--- config.mk ---
export PLATFORM = sky130hd
export DESIGN_NAME = priority_schedule_times_core_flat
export DESIGN_NICKNAME = d
export VERILOG_FILES = /design/src/rtl/core/pst_pkg.sv /design/src/rtl/core/pst_in_if.sv /design/src/rtl/core/pst_out_if.sv /design/src/rtl/core/pst_datapath.sv /design/src/rtl/core/pst_ctrl.sv /design/src/rtl/core/priority_schedule_times_core.sv /design/src/flat_wrapper.sv
export SDC_FILE = /design/constraint.sdc
export NUM_CORES = 1
export LEC_CHECK = 0
export BUFFER_PORTS_ARGS = -buffer_cell sky130_fd_sc_hd__buf_2
export CAP_MARGIN = 20
export CORE_ASPECT_RATIO = 1.4
export CORE_UTILIZATION = 30
export CTS_CLUSTER_DIAMETER = 40
export CTS_CLUSTER_SIZE = 30
export DETAILED_ROUTE_END_ITERATION = 10
export MAX_ROUTING_LAYER = met4
export PLACE_DENSITY = 0.48
export SYNTH_ARGS = -nofsm -noshare
export SYNTH_HDL_FRONTEND = slang
export SYNTH_HIERARCHICAL = 1
export SYNTH_SLANG_ARGS = --single-unit
--- constraint.sdc ---
create_clock -name clk -period 17.3 [get_ports clk]
set_input_delay 3.46 -clock clk [delete_from_list [all_inputs] [get_ports clk]]
set_output_delay 3.46 -clock clk [all_outputs]
set_load 0.02 [all_outputs]
--- src/rtl/core/pst_pkg.sv ---
// shared constants and types for the priority schedule core
// used by the controller, the datapath and the top level
package pst_pkg;

  localparam int MAX_PROCS = 16;
  localparam int IDX_W     = (MAX_PROCS > 1) ? $clog2(MAX_PROCS) : 1;
  localparam int CNT_W     = $clog2(MAX_PROCS + 1);

  localparam int ID_W    = 16;
  localparam int BURST_W = 16;
  localparam int PRIO_W  = 8;
  localparam int WAIT_W  = 20;
  localparam int WSUM_W  = 23;
  localparam int TSUM_W  = 24;

  typedef struct packed {
    logic [ID_W-1:0]    id;
    logic [BURST_W-1:0] burst;
    logic [PRIO_W-1:0]  prio;
  } pst_entry_t;

  // controller to datapath
  typedef struct packed {
    logic             load_we;    // store the incoming word
    logic [IDX_W-1:0] wr_addr;
    logic [IDX_W-1:0] rd_addr;
    logic [IDX_W-1:0] pos;        // table slot of the data now arriving
    logic             take_first; // head of a pass: seed the minimum
    logic             compare;    // scan step: keep the smaller priority
    logic             emit;       // swap and load the output register
    logic             final_pos;
    logic             clear_acc;
  } pst_cmd_t;

  // datapath to controller
  typedef struct packed {
    logic out_free;
  } pst_status_t;

endpackage

--- src/rtl/core/pst_in_if.sv ---
// job input channel of the priority schedule core
// standalone, no package dependency
interface pst_in_if;
  logic        valid;
  logic        ready;
  logic [15:0] job_id;
  logic [15:0] burst_length;
  logic [7:0]  job_priority;
  logic        last_job;

  modport source (output valid, job_id, burst_length, job_priority, last_job, input ready);
  modport sink (input valid, job_id, burst_length, job_priority, last_job, output ready);
endinterface

--- src/rtl/core/pst_out_if.sv ---
// result output channel of the priority schedule core
// standalone, no package dependency
interface pst_out_if;
  logic        valid;
  logic        ready;
  logic [15:0] out_job_id;
  logic [15:0] out_burst;
  logic [19:0] wait_time;
  logic [19:0] turnaround;
  logic [22:0] wait_sum;
  logic [23:0] turnaround_sum;
  logic        final_result;

  modport source (output valid, out_job_id, out_burst, wait_time, turnaround, wait_sum,
                  turnaround_sum, final_result, input ready);
  modport sink (input valid, out_job_id, out_burst, wait_time, turnaround, wait_sum,
                turnaround_sum, final_result, output ready);
endinterface

--- src/rtl/core/pst_datapath.sv ---
// datapath: job table memory, running minimum, timing sums, output register
// depends on pst_pkg and pst_out_if
module pst_datapath (
  input  logic                  clk,
  input  logic                  rst,
  input  pst_pkg::pst_cmd_t     cmd,
  input  pst_pkg::pst_entry_t   in_entry,
  output pst_pkg::pst_status_t  status,
  pst_out_if.source             results
);

  pst_pkg::pst_entry_t mem [pst_pkg::MAX_PROCS];
  pst_pkg::pst_entry_t rd_data;
  pst_pkg::pst_entry_t cur;
  pst_pkg::pst_entry_t best;
  logic [pst_pkg::IDX_W-1:0] best_pos;

  logic [pst_pkg::WAIT_W-1:0] elapsed;
  logic [pst_pkg::WSUM_W-1:0] wsum;
  logic [pst_pkg::TSUM_W-1:0] tsum;

  logic [pst_pkg::WAIT_W:0]   turn_raw;
  logic [pst_pkg::WAIT_W-1:0] turn_next;
  logic [pst_pkg::WSUM_W:0]   wsum_raw;
  logic [pst_pkg::WSUM_W-1:0] wsum_next;
  logic [pst_pkg::TSUM_W:0]   tsum_raw;
  logic [pst_pkg::TSUM_W-1:0] tsum_next;

  logic out_valid;

  // table: one write and one registered read per cycle
  always_ff @(posedge clk) begin
    if (cmd.load_we) begin
      mem[cmd.wr_addr] <= in_entry;
    end else if (cmd.emit) begin
      mem[best_pos] <= cur;
    end
    rd_data <= mem[cmd.rd_addr];
  end

  // running minimum of the current pass, strict compare keeps the first hit
  always_ff @(posedge clk) begin
    if (cmd.take_first) begin
      cur      <= rd_data;
      best     <= rd_data;
      best_pos <= cmd.pos;
    end else if (cmd.compare && (rd_data.prio < best.prio)) begin
      best     <= rd_data;
      best_pos <= cmd.pos;
    end
  end

  always_comb begin
    turn_raw  = {1'b0, elapsed} + (pst_pkg::WAIT_W + 1)'(best.burst);
    turn_next = turn_raw[pst_pkg::WAIT_W] ? '1 : turn_raw[pst_pkg::WAIT_W-1:0];
    wsum_raw  = {1'b0, wsum} + (pst_pkg::WSUM_W + 1)'(elapsed);
    wsum_next = wsum_raw[pst_pkg::WSUM_W] ? '1 : wsum_raw[pst_pkg::WSUM_W-1:0];
    tsum_raw  = {1'b0, tsum} + (pst_pkg::TSUM_W + 1)'(turn_next);
    tsum_next = tsum_raw[pst_pkg::TSUM_W] ? '1 : tsum_raw[pst_pkg::TSUM_W-1:0];
  end

  // elapsed is kept clipped at the wait width, which leaves every wait value unchanged
  always_ff @(posedge clk) begin
    if (rst || cmd.clear_acc) begin
      elapsed <= '0;
      wsum    <= '0;
      tsum    <= '0;
    end else if (cmd.emit) begin
      elapsed <= turn_next;
      wsum    <= wsum_next;
      tsum    <= tsum_next;
    end
  end

  always_ff @(posedge clk) begin
    if (rst) begin
      out_valid <= 1'b0;
    end else if (cmd.emit) begin
      out_valid <= 1'b1;
    end else if (results.ready) begin
      out_valid <= 1'b0;
    end
  end

  always_ff @(posedge clk) begin
    if (cmd.emit) begin
      results.out_job_id     <= best.id;
      results.out_burst      <= best.burst;
      results.wait_time      <= elapsed;
      results.turnaround     <= turn_next;
      results.wait_sum       <= wsum_next;
      results.turnaround_sum <= tsum_next;
      results.final_result   <= cmd.final_pos;
    end
  end

  assign results.valid   = out_valid;
  assign status.out_free = !out_valid || results.ready;

endmodule

--- src/rtl/core/pst_ctrl.sv ---
// controller: load sequencing, selection sort passes and emit handshake
// depends on pst_pkg
module pst_ctrl (
  input  logic                 clk,
  input  logic                 rst,
  input  logic                 in_valid,
  input  logic                 in_last,
  output logic                 in_ready,
  input  pst_pkg::pst_status_t status,
  output pst_pkg::pst_cmd_t    cmd
);

  typedef enum logic [2:0] {
    ST_LOAD,
    ST_PASS_HEAD,
    ST_PASS_LOAD,
    ST_SCAN,
    ST_EMIT
  } state_t;

  state_t state;
  logic [pst_pkg::CNT_W-1:0] count;
  logic [pst_pkg::CNT_W-1:0] i;
  logic [pst_pkg::CNT_W-1:0] j;
  logic [pst_pkg::CNT_W-1:0] data_pos;

  logic accept;
  logic room;
  logic more;
  logic last_pos;

  assign accept   = (state == ST_LOAD) && in_valid;
  assign room     = count < pst_pkg::CNT_W'(pst_pkg::MAX_PROCS);
  assign more     = j < count;
  assign last_pos = (i + pst_pkg::CNT_W'(1)) == count;
  assign in_ready = (state == ST_LOAD);

  always_comb begin
    cmd            = '0;
    cmd.wr_addr    = count[pst_pkg::IDX_W-1:0];
    cmd.load_we    = accept && room;
    cmd.clear_acc  = accept && in_last;
    cmd.final_pos  = last_pos;
    cmd.take_first = (state == ST_PASS_LOAD);
    cmd.compare    = (state == ST_SCAN);
    cmd.emit       = (state == ST_EMIT) && status.out_free;
    cmd.pos        = (state == ST_PASS_LOAD) ? i[pst_pkg::IDX_W-1:0]
                                             : data_pos[pst_pkg::IDX_W-1:0];
    cmd.rd_addr    = (state == ST_PASS_HEAD) ? i[pst_pkg::IDX_W-1:0]
                                             : j[pst_pkg::IDX_W-1:0];
  end

  always_ff @(posedge clk) begin
    if (rst) begin
      state    <= ST_LOAD;
      count    <= '0;
      i        <= '0;
      j        <= '0;
      data_pos <= '0;
    end else begin
      case (state)
        ST_LOAD: begin
          if (accept) begin
            if (room) begin
              count <= count + pst_pkg::CNT_W'(1);
            end
            if (in_last) begin
              i     <= '0;
              state <= ST_PASS_HEAD;
            end
          end
        end
        ST_PASS_HEAD: begin
          j     <= i + pst_pkg::CNT_W'(1);
          state <= ST_PASS_LOAD;
        end
        ST_PASS_LOAD, ST_SCAN: begin
          if (more) begin
            data_pos <= j;
            j        <= j + pst_pkg::CNT_W'(1);
            state    <= ST_SCAN;
          end else begin
            state <= ST_EMIT;
          end
        end
        ST_EMIT: begin
          if (status.out_free) begin
            i <= i + pst_pkg::CNT_W'(1);
            if (last_pos) begin
              count <= '0;
              state <= ST_LOAD;
            end else begin
              state <= ST_PASS_HEAD;
            end
          end
        end
        default: begin
          state <= ST_LOAD;
        end
      endcase
    end
  end

endmodule

--- src/rtl/core/priority_schedule_times_core.sv ---
// priority schedule core: batches jobs and emits a non-preemptive priority schedule
// with waiting and turnaround times; uses pst_pkg, pst_in_if, pst_out_if,
// pst_ctrl and pst_datapath
//
// jobs: one word per job (id, burst, priority, last flag), one cycle each while
// loading. up to 16 jobs are held; further jobs are dropped, but a dropped word
// that carries the last flag still closes the set. jobs.ready is low from the
// closing word until the final result of the set has been loaded for output.
// results: one word per stored job in ascending priority order, ties in
// selection sort order, with waiting time, turnaround and the running sums;
// final_result marks the last word of the set.
// sort: each pass k waits out the registered table read, seeds the minimum
// from slot k, makes one compare per table read over the later slots, then
// swaps and emits; the single read port of the job table paces the scan.
// a stalled receiver holds the output register and the sort pauses at the
// next emit; nothing is lost.
// reset (synchronous, active high) empties the table and drops any result.
module priority_schedule_times_core (
  input logic       clk,
  input logic       rst,
  pst_in_if.sink    jobs,
  pst_out_if.source results
);

  pst_pkg::pst_cmd_t    cmd;
  pst_pkg::pst_status_t status;
  pst_pkg::pst_entry_t  in_entry;

  assign in_entry.id    = jobs.job_id;
  assign in_entry.burst = jobs.burst_length;
  assign in_entry.prio  = jobs.job_priority;

  pst_ctrl u_ctrl (
    .clk      (clk),
    .rst      (rst),
    .in_valid (jobs.valid),
    .in_last  (jobs.last_job),
    .in_ready (jobs.ready),
    .status   (status),
    .cmd      (cmd)
  );

  pst_datapath u_datapath (
    .clk      (clk),
    .rst      (rst),
    .cmd      (cmd),
    .in_entry (in_entry),
    .status   (status),
    .results  (results)
  );

endmodule

--- src/flat_wrapper.sv ---
// flat-port wrapper written by rule: the top's interface ports become plain ports
module priority_schedule_times_core_flat 
  (clk, rst, jobs_valid, jobs_job_id, jobs_burst_length, jobs_job_priority, jobs_last_job, jobs_ready, results_valid, results_out_job_id, results_out_burst, results_wait_time, results_turnaround, results_wait_sum, results_turnaround_sum, results_final_result, results_ready);
  pst_in_if jobs_i ();
  pst_out_if results_i ();
  input logic clk;
  input logic rst;
  input wire logic [$bits(jobs_i.valid)-1:0] jobs_valid;
  input wire logic [$bits(jobs_i.job_id)-1:0] jobs_job_id;
  input wire logic [$bits(jobs_i.burst_length)-1:0] jobs_burst_length;
  input wire logic [$bits(jobs_i.job_priority)-1:0] jobs_job_priority;
  input wire logic [$bits(jobs_i.last_job)-1:0] jobs_last_job;
  output wire logic [$bits(jobs_i.ready)-1:0] jobs_ready;
  output wire logic [$bits(results_i.valid)-1:0] results_valid;
  output wire logic [$bits(results_i.out_job_id)-1:0] results_out_job_id;
  output wire logic [$bits(results_i.out_burst)-1:0] results_out_burst;
  output wire logic [$bits(results_i.wait_time)-1:0] results_wait_time;
  output wire logic [$bits(results_i.turnaround)-1:0] results_turnaround;
  output wire logic [$bits(results_i.wait_sum)-1:0] results_wait_sum;
  output wire logic [$bits(results_i.turnaround_sum)-1:0] results_turnaround_sum;
  output wire logic [$bits(results_i.final_result)-1:0] results_final_result;
  input wire logic [$bits(results_i.ready)-1:0] results_ready;
  assign jobs_i.valid = jobs_valid;
  assign jobs_i.job_id = jobs_job_id;
  assign jobs_i.burst_length = jobs_burst_length;
  assign jobs_i.job_priority = jobs_job_priority;
  assign jobs_i.last_job = jobs_last_job;
  assign jobs_ready = jobs_i.ready;
  assign results_valid = results_i.valid;
  assign results_out_job_id = results_i.out_job_id;
  assign results_out_burst = results_i.out_burst;
  assign results_wait_time = results_i.wait_time;
  assign results_turnaround = results_i.turnaround;
  assign results_wait_sum = results_i.wait_sum;
  assign results_turnaround_sum = results_i.turnaround_sum;
  assign results_final_result = results_i.final_result;
  assign results_i.ready = results_ready;
  priority_schedule_times_core u_core (.clk(clk), .rst(rst), .jobs(jobs_i), .results(results_i));
endmodule
# After elaboration in Yosys (flattened, before gate mapping)
# Memories as Yosys holds them, arrays and structs flattened. A register that Yosys moved wholly into a read port is not among the register bits.
# Index checks and enable logic that the tools add are counted.
# classes
muxes	36
n_addsub	6
n_eq_ne	11
reduce_logical	20
order_cmp	3
# op_table
operator	n
40-bit two-way mux	3
5-bit two-way mux	8
40-bit OR reduction	1
5-bit case mux with 2 select lines	3
24-bit by 20-bit adder with 25-bit output	1
23-bit by 20-bit adder with 24-bit output	1
24-bit two-way mux	1
23-bit two-way mux	1
20-bit by 16-bit adder with 21-bit output	1
20-bit two-way mux	1
4-bit two-way mux	5
5-bit by 1-bit adder with 5-bit output (second input constant)	3
3-bit two-way mux	4
3-bit case mux with 4 select lines	1
1-bit two-way mux	9
8-bit less-than comparator	1
2-bit != test (second input constant)	4
2-bit nonzero test	4
3-bit by 2-bit equality test with 1-bit output (second input constant)	2
5-bit equality test	1
1-bit logical AND	5
5-bit less-than comparator	1
5-bit less-than comparator (second input constant)	1
5-bit AND reduction	1
other kinds (10)	13
# totals
ram_bits	640
output_inout_bits	122
wordCells	100
inputBits	45
regBits	294
memories	1
# mem_list
memory	words	width	rd	rd_ports_with_merged_regs	write_ports	line_no	text
u_core.u_datapath.mem	16	40	1	1	1	pst_datapath.sv:12	pst_pkg::pst_entry_t mem [pst_pkg::MAX_PROCS];

# Depth between registers and ports, before layout
# Gate-level depths: netlist of run 1.
# logic_depth
ltp_word	8
mapped_depth	23
depth_no_buf	21

# Hierarchy
# The synthesis of run 1 kept the hierarchy.
# modules_own_cells
mod	cells_per_inst	area_each_um2	instances	seq_area_each_um2
pst_datapath	1971	37262.0	1	27506.4
pst_ctrl	181	1486.4	1	440.4

# Least setup slack after synthesis of run 1
# No wires, ideal clock.
# synth_timing
kind	input port to flip-flop
startpoint	in results_ready
endpoint	mem u_core/u_datapath/mem[0][0] in the netlist's numbering, enable pin
required_time_ns	16.862
setup_time_ns	0.438
arrival_time_ns	8.797
slack_ns	8.065
stages	8
n_path_buf	1
path_cell_list	nand2b_1 > nand2_1 > inv_1 > clkbuf_1 > clkinv_1 > nor4_1 > a21oi_1 > nor2_1
# synth_lines
element	line_no	text
start, declared	flat_wrapper.sv:22	input wire logic [$bits(results_i.ready)-1:0] results_ready;
end, declared	pst_datapath.sv:12	

==> results of run 1 <==
-- stage by stage --
step	cells	hold slack [ns]	instance area [um2]	setup slack (ns)
after global routing	4119	0.4281	45860	10.17
after CTS	4117	0.4149	45860	10.31
after global placement	3890	0.4058	41580	9.606
final	4120	0.4139	45870	10.48
after floorplan	2152	0.4003	38750	8.065
after detailed placement	3890	0.4054	41580	9.543
-- flip-flops by register name, summed over array words and instances (netlist names), 16 cells and up --
register	cells
u_core/u_datapath/wsum	23
u_core/u_datapath/best	40
u_core/u_datapath/results.turnaround	20
u_core/u_datapath/elapsed	20
u_core/u_datapath/results.wait_sum	23
u_core/u_datapath/results.wait_time	20
u_core/u_datapath/results.out_job_id	16
u_core/u_datapath/cur	40
u_core/u_datapath/results.turnaround_sum	24
u_core/u_datapath/results.out_burst	16
u_core/u_datapath/rd_data	40
u_core/u_datapath/mem	640
u_core/u_datapath/tsum	24
-- layer usage --
layer  global-route usage, %  wire length, um
met2                   25.59            48430
met1                   17.75            39140
met5                       -                0
met4                   4.590             2086
met3                   2.021             3152
-- placed cells by master, fill, tap and decap left out, types with 6 or more instances in the layout --
cell and count:
mux2_2 49, nor2_4 18, nand2b_1 11, inv_8 14
clkbuf_1 8, a21oi_1 77, clkinvlp_4 15, nor2_1 109
inv_6 16, nand4_1 12, xor2_1 26, and3_1 14
a31oi_1 29, ha_1 70, clkinv_1 7, a211oi_1 16
o21bai_1 9, buf_4 27, clkbuf_16 123, inv_1 54
or2_2 8, nor3_1 21, buf_2 166, a311oi_1 16
o21a_1 9, clkinv_4 20, nand2_1 89, o21ai_0 54
mux4_2 200, bufinv_16 15, nand3_1 19, clkinv_2 6
a21o_1 30, dfxtp_1 130, edfxtp_1 844, xnor2_1 35
mux2i_1 7
-- cells by family (layout without fill, tap and decap cells) --
logic type               Yosys count  count (layout)
buffers and inverters            160             477
other                              0               3
XOR/XNOR                          61              61
multiplexers                     256             256
adder cells (fa/ha/maj)           73              73
AO/OA/AOI/OAI                    289             289
AND/OR/NAND/NOR                  339             339
flip-flops                       974             974
-- final cells by class --
type                            count  share of cell area [%]
Antenna cell                        3                 0.01637
Clock buffer                      131                   6.776
Sequential cell                   974                   60.93
Inverter                           56                  0.4747
Multi-Input combinational cell   1018                   22.45
Tap cell                         1648                   4.496
Clock inverter                     96                   2.556
Timing Repair Buffer              194                   2.297
-- power groups by stage --
stage                     logic (uW)  clock network (uW)  registers [uW]
after CTS                        333                2690            2660
after global placement           324                   0            2710
after detailed placement         332                   0            2710
after floorplan                  230                   0            2700
final                            323                2620            2660
after global routing             354                2780            2660
-- critical path, delay by kind of cell --
family,cells,cell delay [ns]
AND/OR/NAND/NOR,4,1.51
AO/OA/AOI/OAI,1,0.25
buffers and inverters,4,1.85
-- path summary, 6_finish.rpt --
path	start	end	depth (start not counted)
min	u_core/u_datapath/best[32]	u_core/u_datapath/results.out_job_id[8]	0
max reg2reg	u_core/u_datapath/best[8]	u_core/u_datapath/tsum[23]	21
max	results_ready	u_core/u_datapath/mem[4][36]	9
min reg2reg	u_core/u_datapath/best[32]	u_core/u_datapath/results.out_job_id[8]	0
==> impl_metrics.yaml, run 1 <==
status:
  status: "completed"
finish:
  fin_util_pct: 35.89
  drive_above_1_share_pct: 28.88
  syn_to_final_growth_pct: 18.37
  nFillCells: 11770
  regArea_um2: 27950
  multi_input_area_um2: 10300
  final_nets: 2483
clock_tree:
  cts.repair.resized: 0
  cts_buffers: 121
  clk_latency_ns: 0.70
  hold_buffers: 0
  cts_tree: "yes"
  htree_levels: 3
  cts.sinks: 974
  post_cts_buffers: 0
  clock_path_buffers: 3
  clock-root-buffer: "clkbuf_16"
  clk_pin_slew_ns: 0.06
detailed_routing:
  ant_nets: 0
  drc: 0
  vias_per_cell: 4.860
  avgRoutedWirePerCell_um: 22.52
  finalWirelength_um: 92800
  first_pass_iters: 5
  vias: 20030
  drt_iter0_markers: 1369
pwr:
  comb_power_share_pct: 5.8
  total_leakage_power_uw: 0.01552
  clockPowerShare_pct: 46.8
  switching_share_pct: 22.77
  power.switching_uw: 1275
  irDropWorstVdd_mv: 0.08637
  power_uw: 5599
  power.density_nw_per_um2: 122.1
  seq_power_share_pct: 47.5
  internal_power_uw: 4324
yosys:
  synthSimpleGateAreaFrac_pct: 4.072
  synth_area_leader_cell: "edfxtp_1"
  synth_top_family_by_area: "multiplexers"
  yosys.area.top_type_share_pct: 65.41
  synth_top_cells_by_area: "edfxtp_1, mux4_2, dfxtp_1"
  synth_ff_type: "edfxtp_1"
  async_flop_share_pct: 0
  netlist_instances: 2152
  synthAdderAreaFrac_pct: 2.415
  synth.avg_cell_area_um2: 18.01
  yosys-top-cells-count: "edfxtp_1, mux4_2, dfxtp_1, nor2_1, nand2_1"
  netlist_area_um2: 38750
  synth_compound_area_share_pct: 5.050
  yosysWarningCount: 6
  synth_seq_cells: 974
  yosysSeqAreaShare_pct: 72.12
  yosys.cell_types.count: 76
  synth_nets: 2270
  synthMuxAreaShare_pct: 13.23
  synth_xor_area_share_pct: 1.379
  synth.most_common_cell: "edfxtp_1"
  synth_enable_flop_cells: 844
floorplanning:
  num_io_pins: 167
  start_util_pct: 30.32
  die_h_um: 427.2
  die_w_um: 305.7
  core_um2: 127800
  fp.dieArea_um2: 130600
  num_rows: 155
timing:
  clock_skew_ns: 0.05681
  post-route-min-period_ns: 6.817
  final-setup-viol-count: 0
  relSlewSlack_pct: 26.57
  rsz0062_at_grt: "no"
  drv_slew: 0
  final.setup.tns_ns: 0
  worst_pin_slew_ns: 1.096
  hold_viol: 0
  period_share_pct: 39.40
  max_freq_ghz: 0.1467
global_route:
  antenna_found_initial: 4
  grt_pass1_wl_um: 138700
  grt_pass1_vias: 21020
  grtUsageTotal_pct: 14.75
  grt_max_degree: 102
  grt_overflow: 0
critical_path:
  worstSetupPathType: "primary input to flip-flop"
  required_ns: 17.63
  end_kind: "flip-flop"
  critPathArrivalTime_ns: 7.15
  rrSetupSlack_ns: 11.12
  worst_setup_path_start_kind: "primary input"
  cpPeakStageDelay_ns: 0.69
  cp_slowest_cell: "clkinv_1"
  crit_chain: "buf_2, nand2b_1, nand2_1, inv_8, clkinv_1, nor4_1, a21oi_1, nor2_4, buf_4"
  crit_fanout: 101
min_path:
  hp-class: "flip-flop to flip-flop"
placed_design:
  portBuffers: 166
  place_congestion: 0.8488
  dp_hpwl_um: 54150
job:
  cap_violations: 0
No activity file was read; power rests on OpenSTA's default activity.
==> run 2, diff against run 1 <==
PLACE_DENSITY = 0.49   (was 0.48)
clock period = 6.06 ns   (was 17.3 ns; I/O delays follow)
==> impl_metrics.yaml, run 2 (same netlist as run 1, synthesis figures left out) <==
timing:
  hold_viol: 0
  max_freq_ghz: 0.1782
  relSlewSlack_pct: 27.65
  final-setup-viol-count: 0
  drv_slew: 0
  final.setup.tns_ns: 0
  post-route-min-period_ns: 5.612
  worst_pin_slew_ns: 1.085
  clock_skew_ns: 0.08496
  period_share_pct: 92.62
  hold_ws_ns: 0.4203
  rsz0062_at_grt: "no"
pwr:
  power.density_nw_per_um2: 346.0
  power_uw: 15940
  irDropWorstVdd_mv: 0.2343
  total_leakage_power_uw: 0.01560
clock_tree:
  cts_tree: "yes"
  clk_pin_slew_ns: 0.06
  cts.sinks: 974
  clock_path_buffers: 3
  clk_latency_ns: 0.73
  cts_buffers: 116
  clock-root-buffer: "clkbuf_16"
  hold_buffers: 0
  post_cts_buffers: 0
  htree_levels: 3
global_route:
  grt_max_degree: 101
  grt_pass1_wl_um: 142900
  grt_pass1_vias: 21170
  grt_overflow: 0
  antenna_found_initial: 8
  grtUsageTotal_pct: 15.38
finish:
  syn_to_final_growth_pct: 18.89
  drive_above_1_share_pct: 29.57
  final_cell_mix: "edfxtp_1, mux4_2, buf_2"
  regMostFlops: "u_core/u_datapath/mem"
  final_nets: 2493
  largest_reg_flops: 640
  final_common_cell: "edfxtp_1"
  fin_cells: 4129
  fin_util_pct: 36.05
detailed_routing:
  drt_iter0_markers: 1747
  finalWirelength_um: 97290
  drc: 0
  ant_nets: 0
  vias_per_cell: 4.940
  first_pass_iters: 6
  vias: 20400
  avgRoutedWirePerCell_um: 23.56
critical_path:
  cp_slowest_cell: "a2111oi_4"
  cpPeakStageDelay_ns: 0.47
  crit_chain: "ha_1, fa_1, a211o_1, a211oi_2, nor4_2, a2111oi_4, o21ai_4, and3_1, nor2_4, inv_1, ha_1, a21o_1, o21ai_1, a31oi_2, a31o_2, a31oi_2, o31ai_4, nand3_1, mux2_2"
  worst_setup_path_start_kind: "flip-flop"
  required_ns: 6.52
  worstSetupPathType: "flip-flop to flip-flop"
  crit_fanout: 10
  critPathArrivalTime_ns: 6.07
  end_kind: "flip-flop"
status:
  status: "completed"
floorplanning:
  start_util_pct: 30.32
  die_w_um: 305.7
  num_rows: 155
  num_io_pins: 167
  fp.dieArea_um2: 130600
  die_h_um: 427.2
  core_um2: 127800
placed_design:
  dp_hpwl_um: 57780
  place_congestion: 0.8218
  dp_cells: 3905
  portBuffers: 166
job:
  cap_violations: 0
min_path:
  hp-class: "flip-flop to flip-flop"
==> run 2: stage by stage <==
stage               area (um2)  worst slack, ns
floorplan                38780          -0.5537
global placement         41820           0.4041
detailed placement       41820           0.2443
CTS                      46060           0.2160
global route             46070          0.05681
finish                   46070           0.4475
==> run 2: critical path, delay by kind of cell, from the launching register on <==
kind | cells | cell delay (ns)
AOI/OAI and AO/OA | 10 | 2.78
adders and majority gates | 3 | 0.98
and+or+nand+nor | 4 | 0.78
DFF | 1 | 0.39
muxes | 1 | 0.35
buffers and inverters | 1 | 0.08
==> run 2: worst paths after layout <==
path | from | to | slack (ns) | depth (start not counted)
setup / recovery | u_core/u_datapath/best[8] | u_core/u_datapath/results.turnaround_sum[23] | 0.45 | 19
hold / removal | u_core/u_datapath/best[24] | u_core/u_datapath/results.out_job_id[0] | 0.42 | 0
setup reg to reg | u_core/u_datapath/best[8] | u_core/u_datapath/results.turnaround_sum[23] | 0.45 | 19
hold reg to reg | u_core/u_datapath/best[24] | u_core/u_datapath/results.out_job_id[0] | 0.42 | 0
==> run 2: layout make-up <==
class,count,area [um2]
inverters,56,214.0
diodes,2,5.005
flip-flops and latches,974,27950
multi-input cells,1018,10300
well taps,1648,2062
fillers,11790,81740
clock buffers,128,3094
clock inverters,94,1140
repair buffers,209,1304
==> run 2: metal layers <==
| layer | vias to the layer above | part of all wire [%] | GRT usage (%) |
|---|---|---|---|
| li1 | 9066 | - | - |
| met3 | 157 | 3.9 | 1.951 |
| met2 | 538 | 52 | 26.42 |
| met5 | - | 0 | - |
| met4 | 0 | 2.9 | 5.670 |
| met1 | 10640 | 42 | 18.51 |
==> run 2: power breakdown <==
group | total [uW] | switching [uW] | internal (uW) | leakage, uW
combinational | 934 | 533 | 401 | 0.00483
clock | 7420 | 3110 | 4310 | 0.00204
sequential | 7580 | 92.1 | 7490 | 0.00874
total | 15900 | 3740 | 12200 | 0.0156
==> run 2: timing repair <==
action                                 4_1_cts  5_1_grt
gates resized for setup                      0        1
setup endpoints to repair                    0       23
endpoints found under the hold margin        0        0
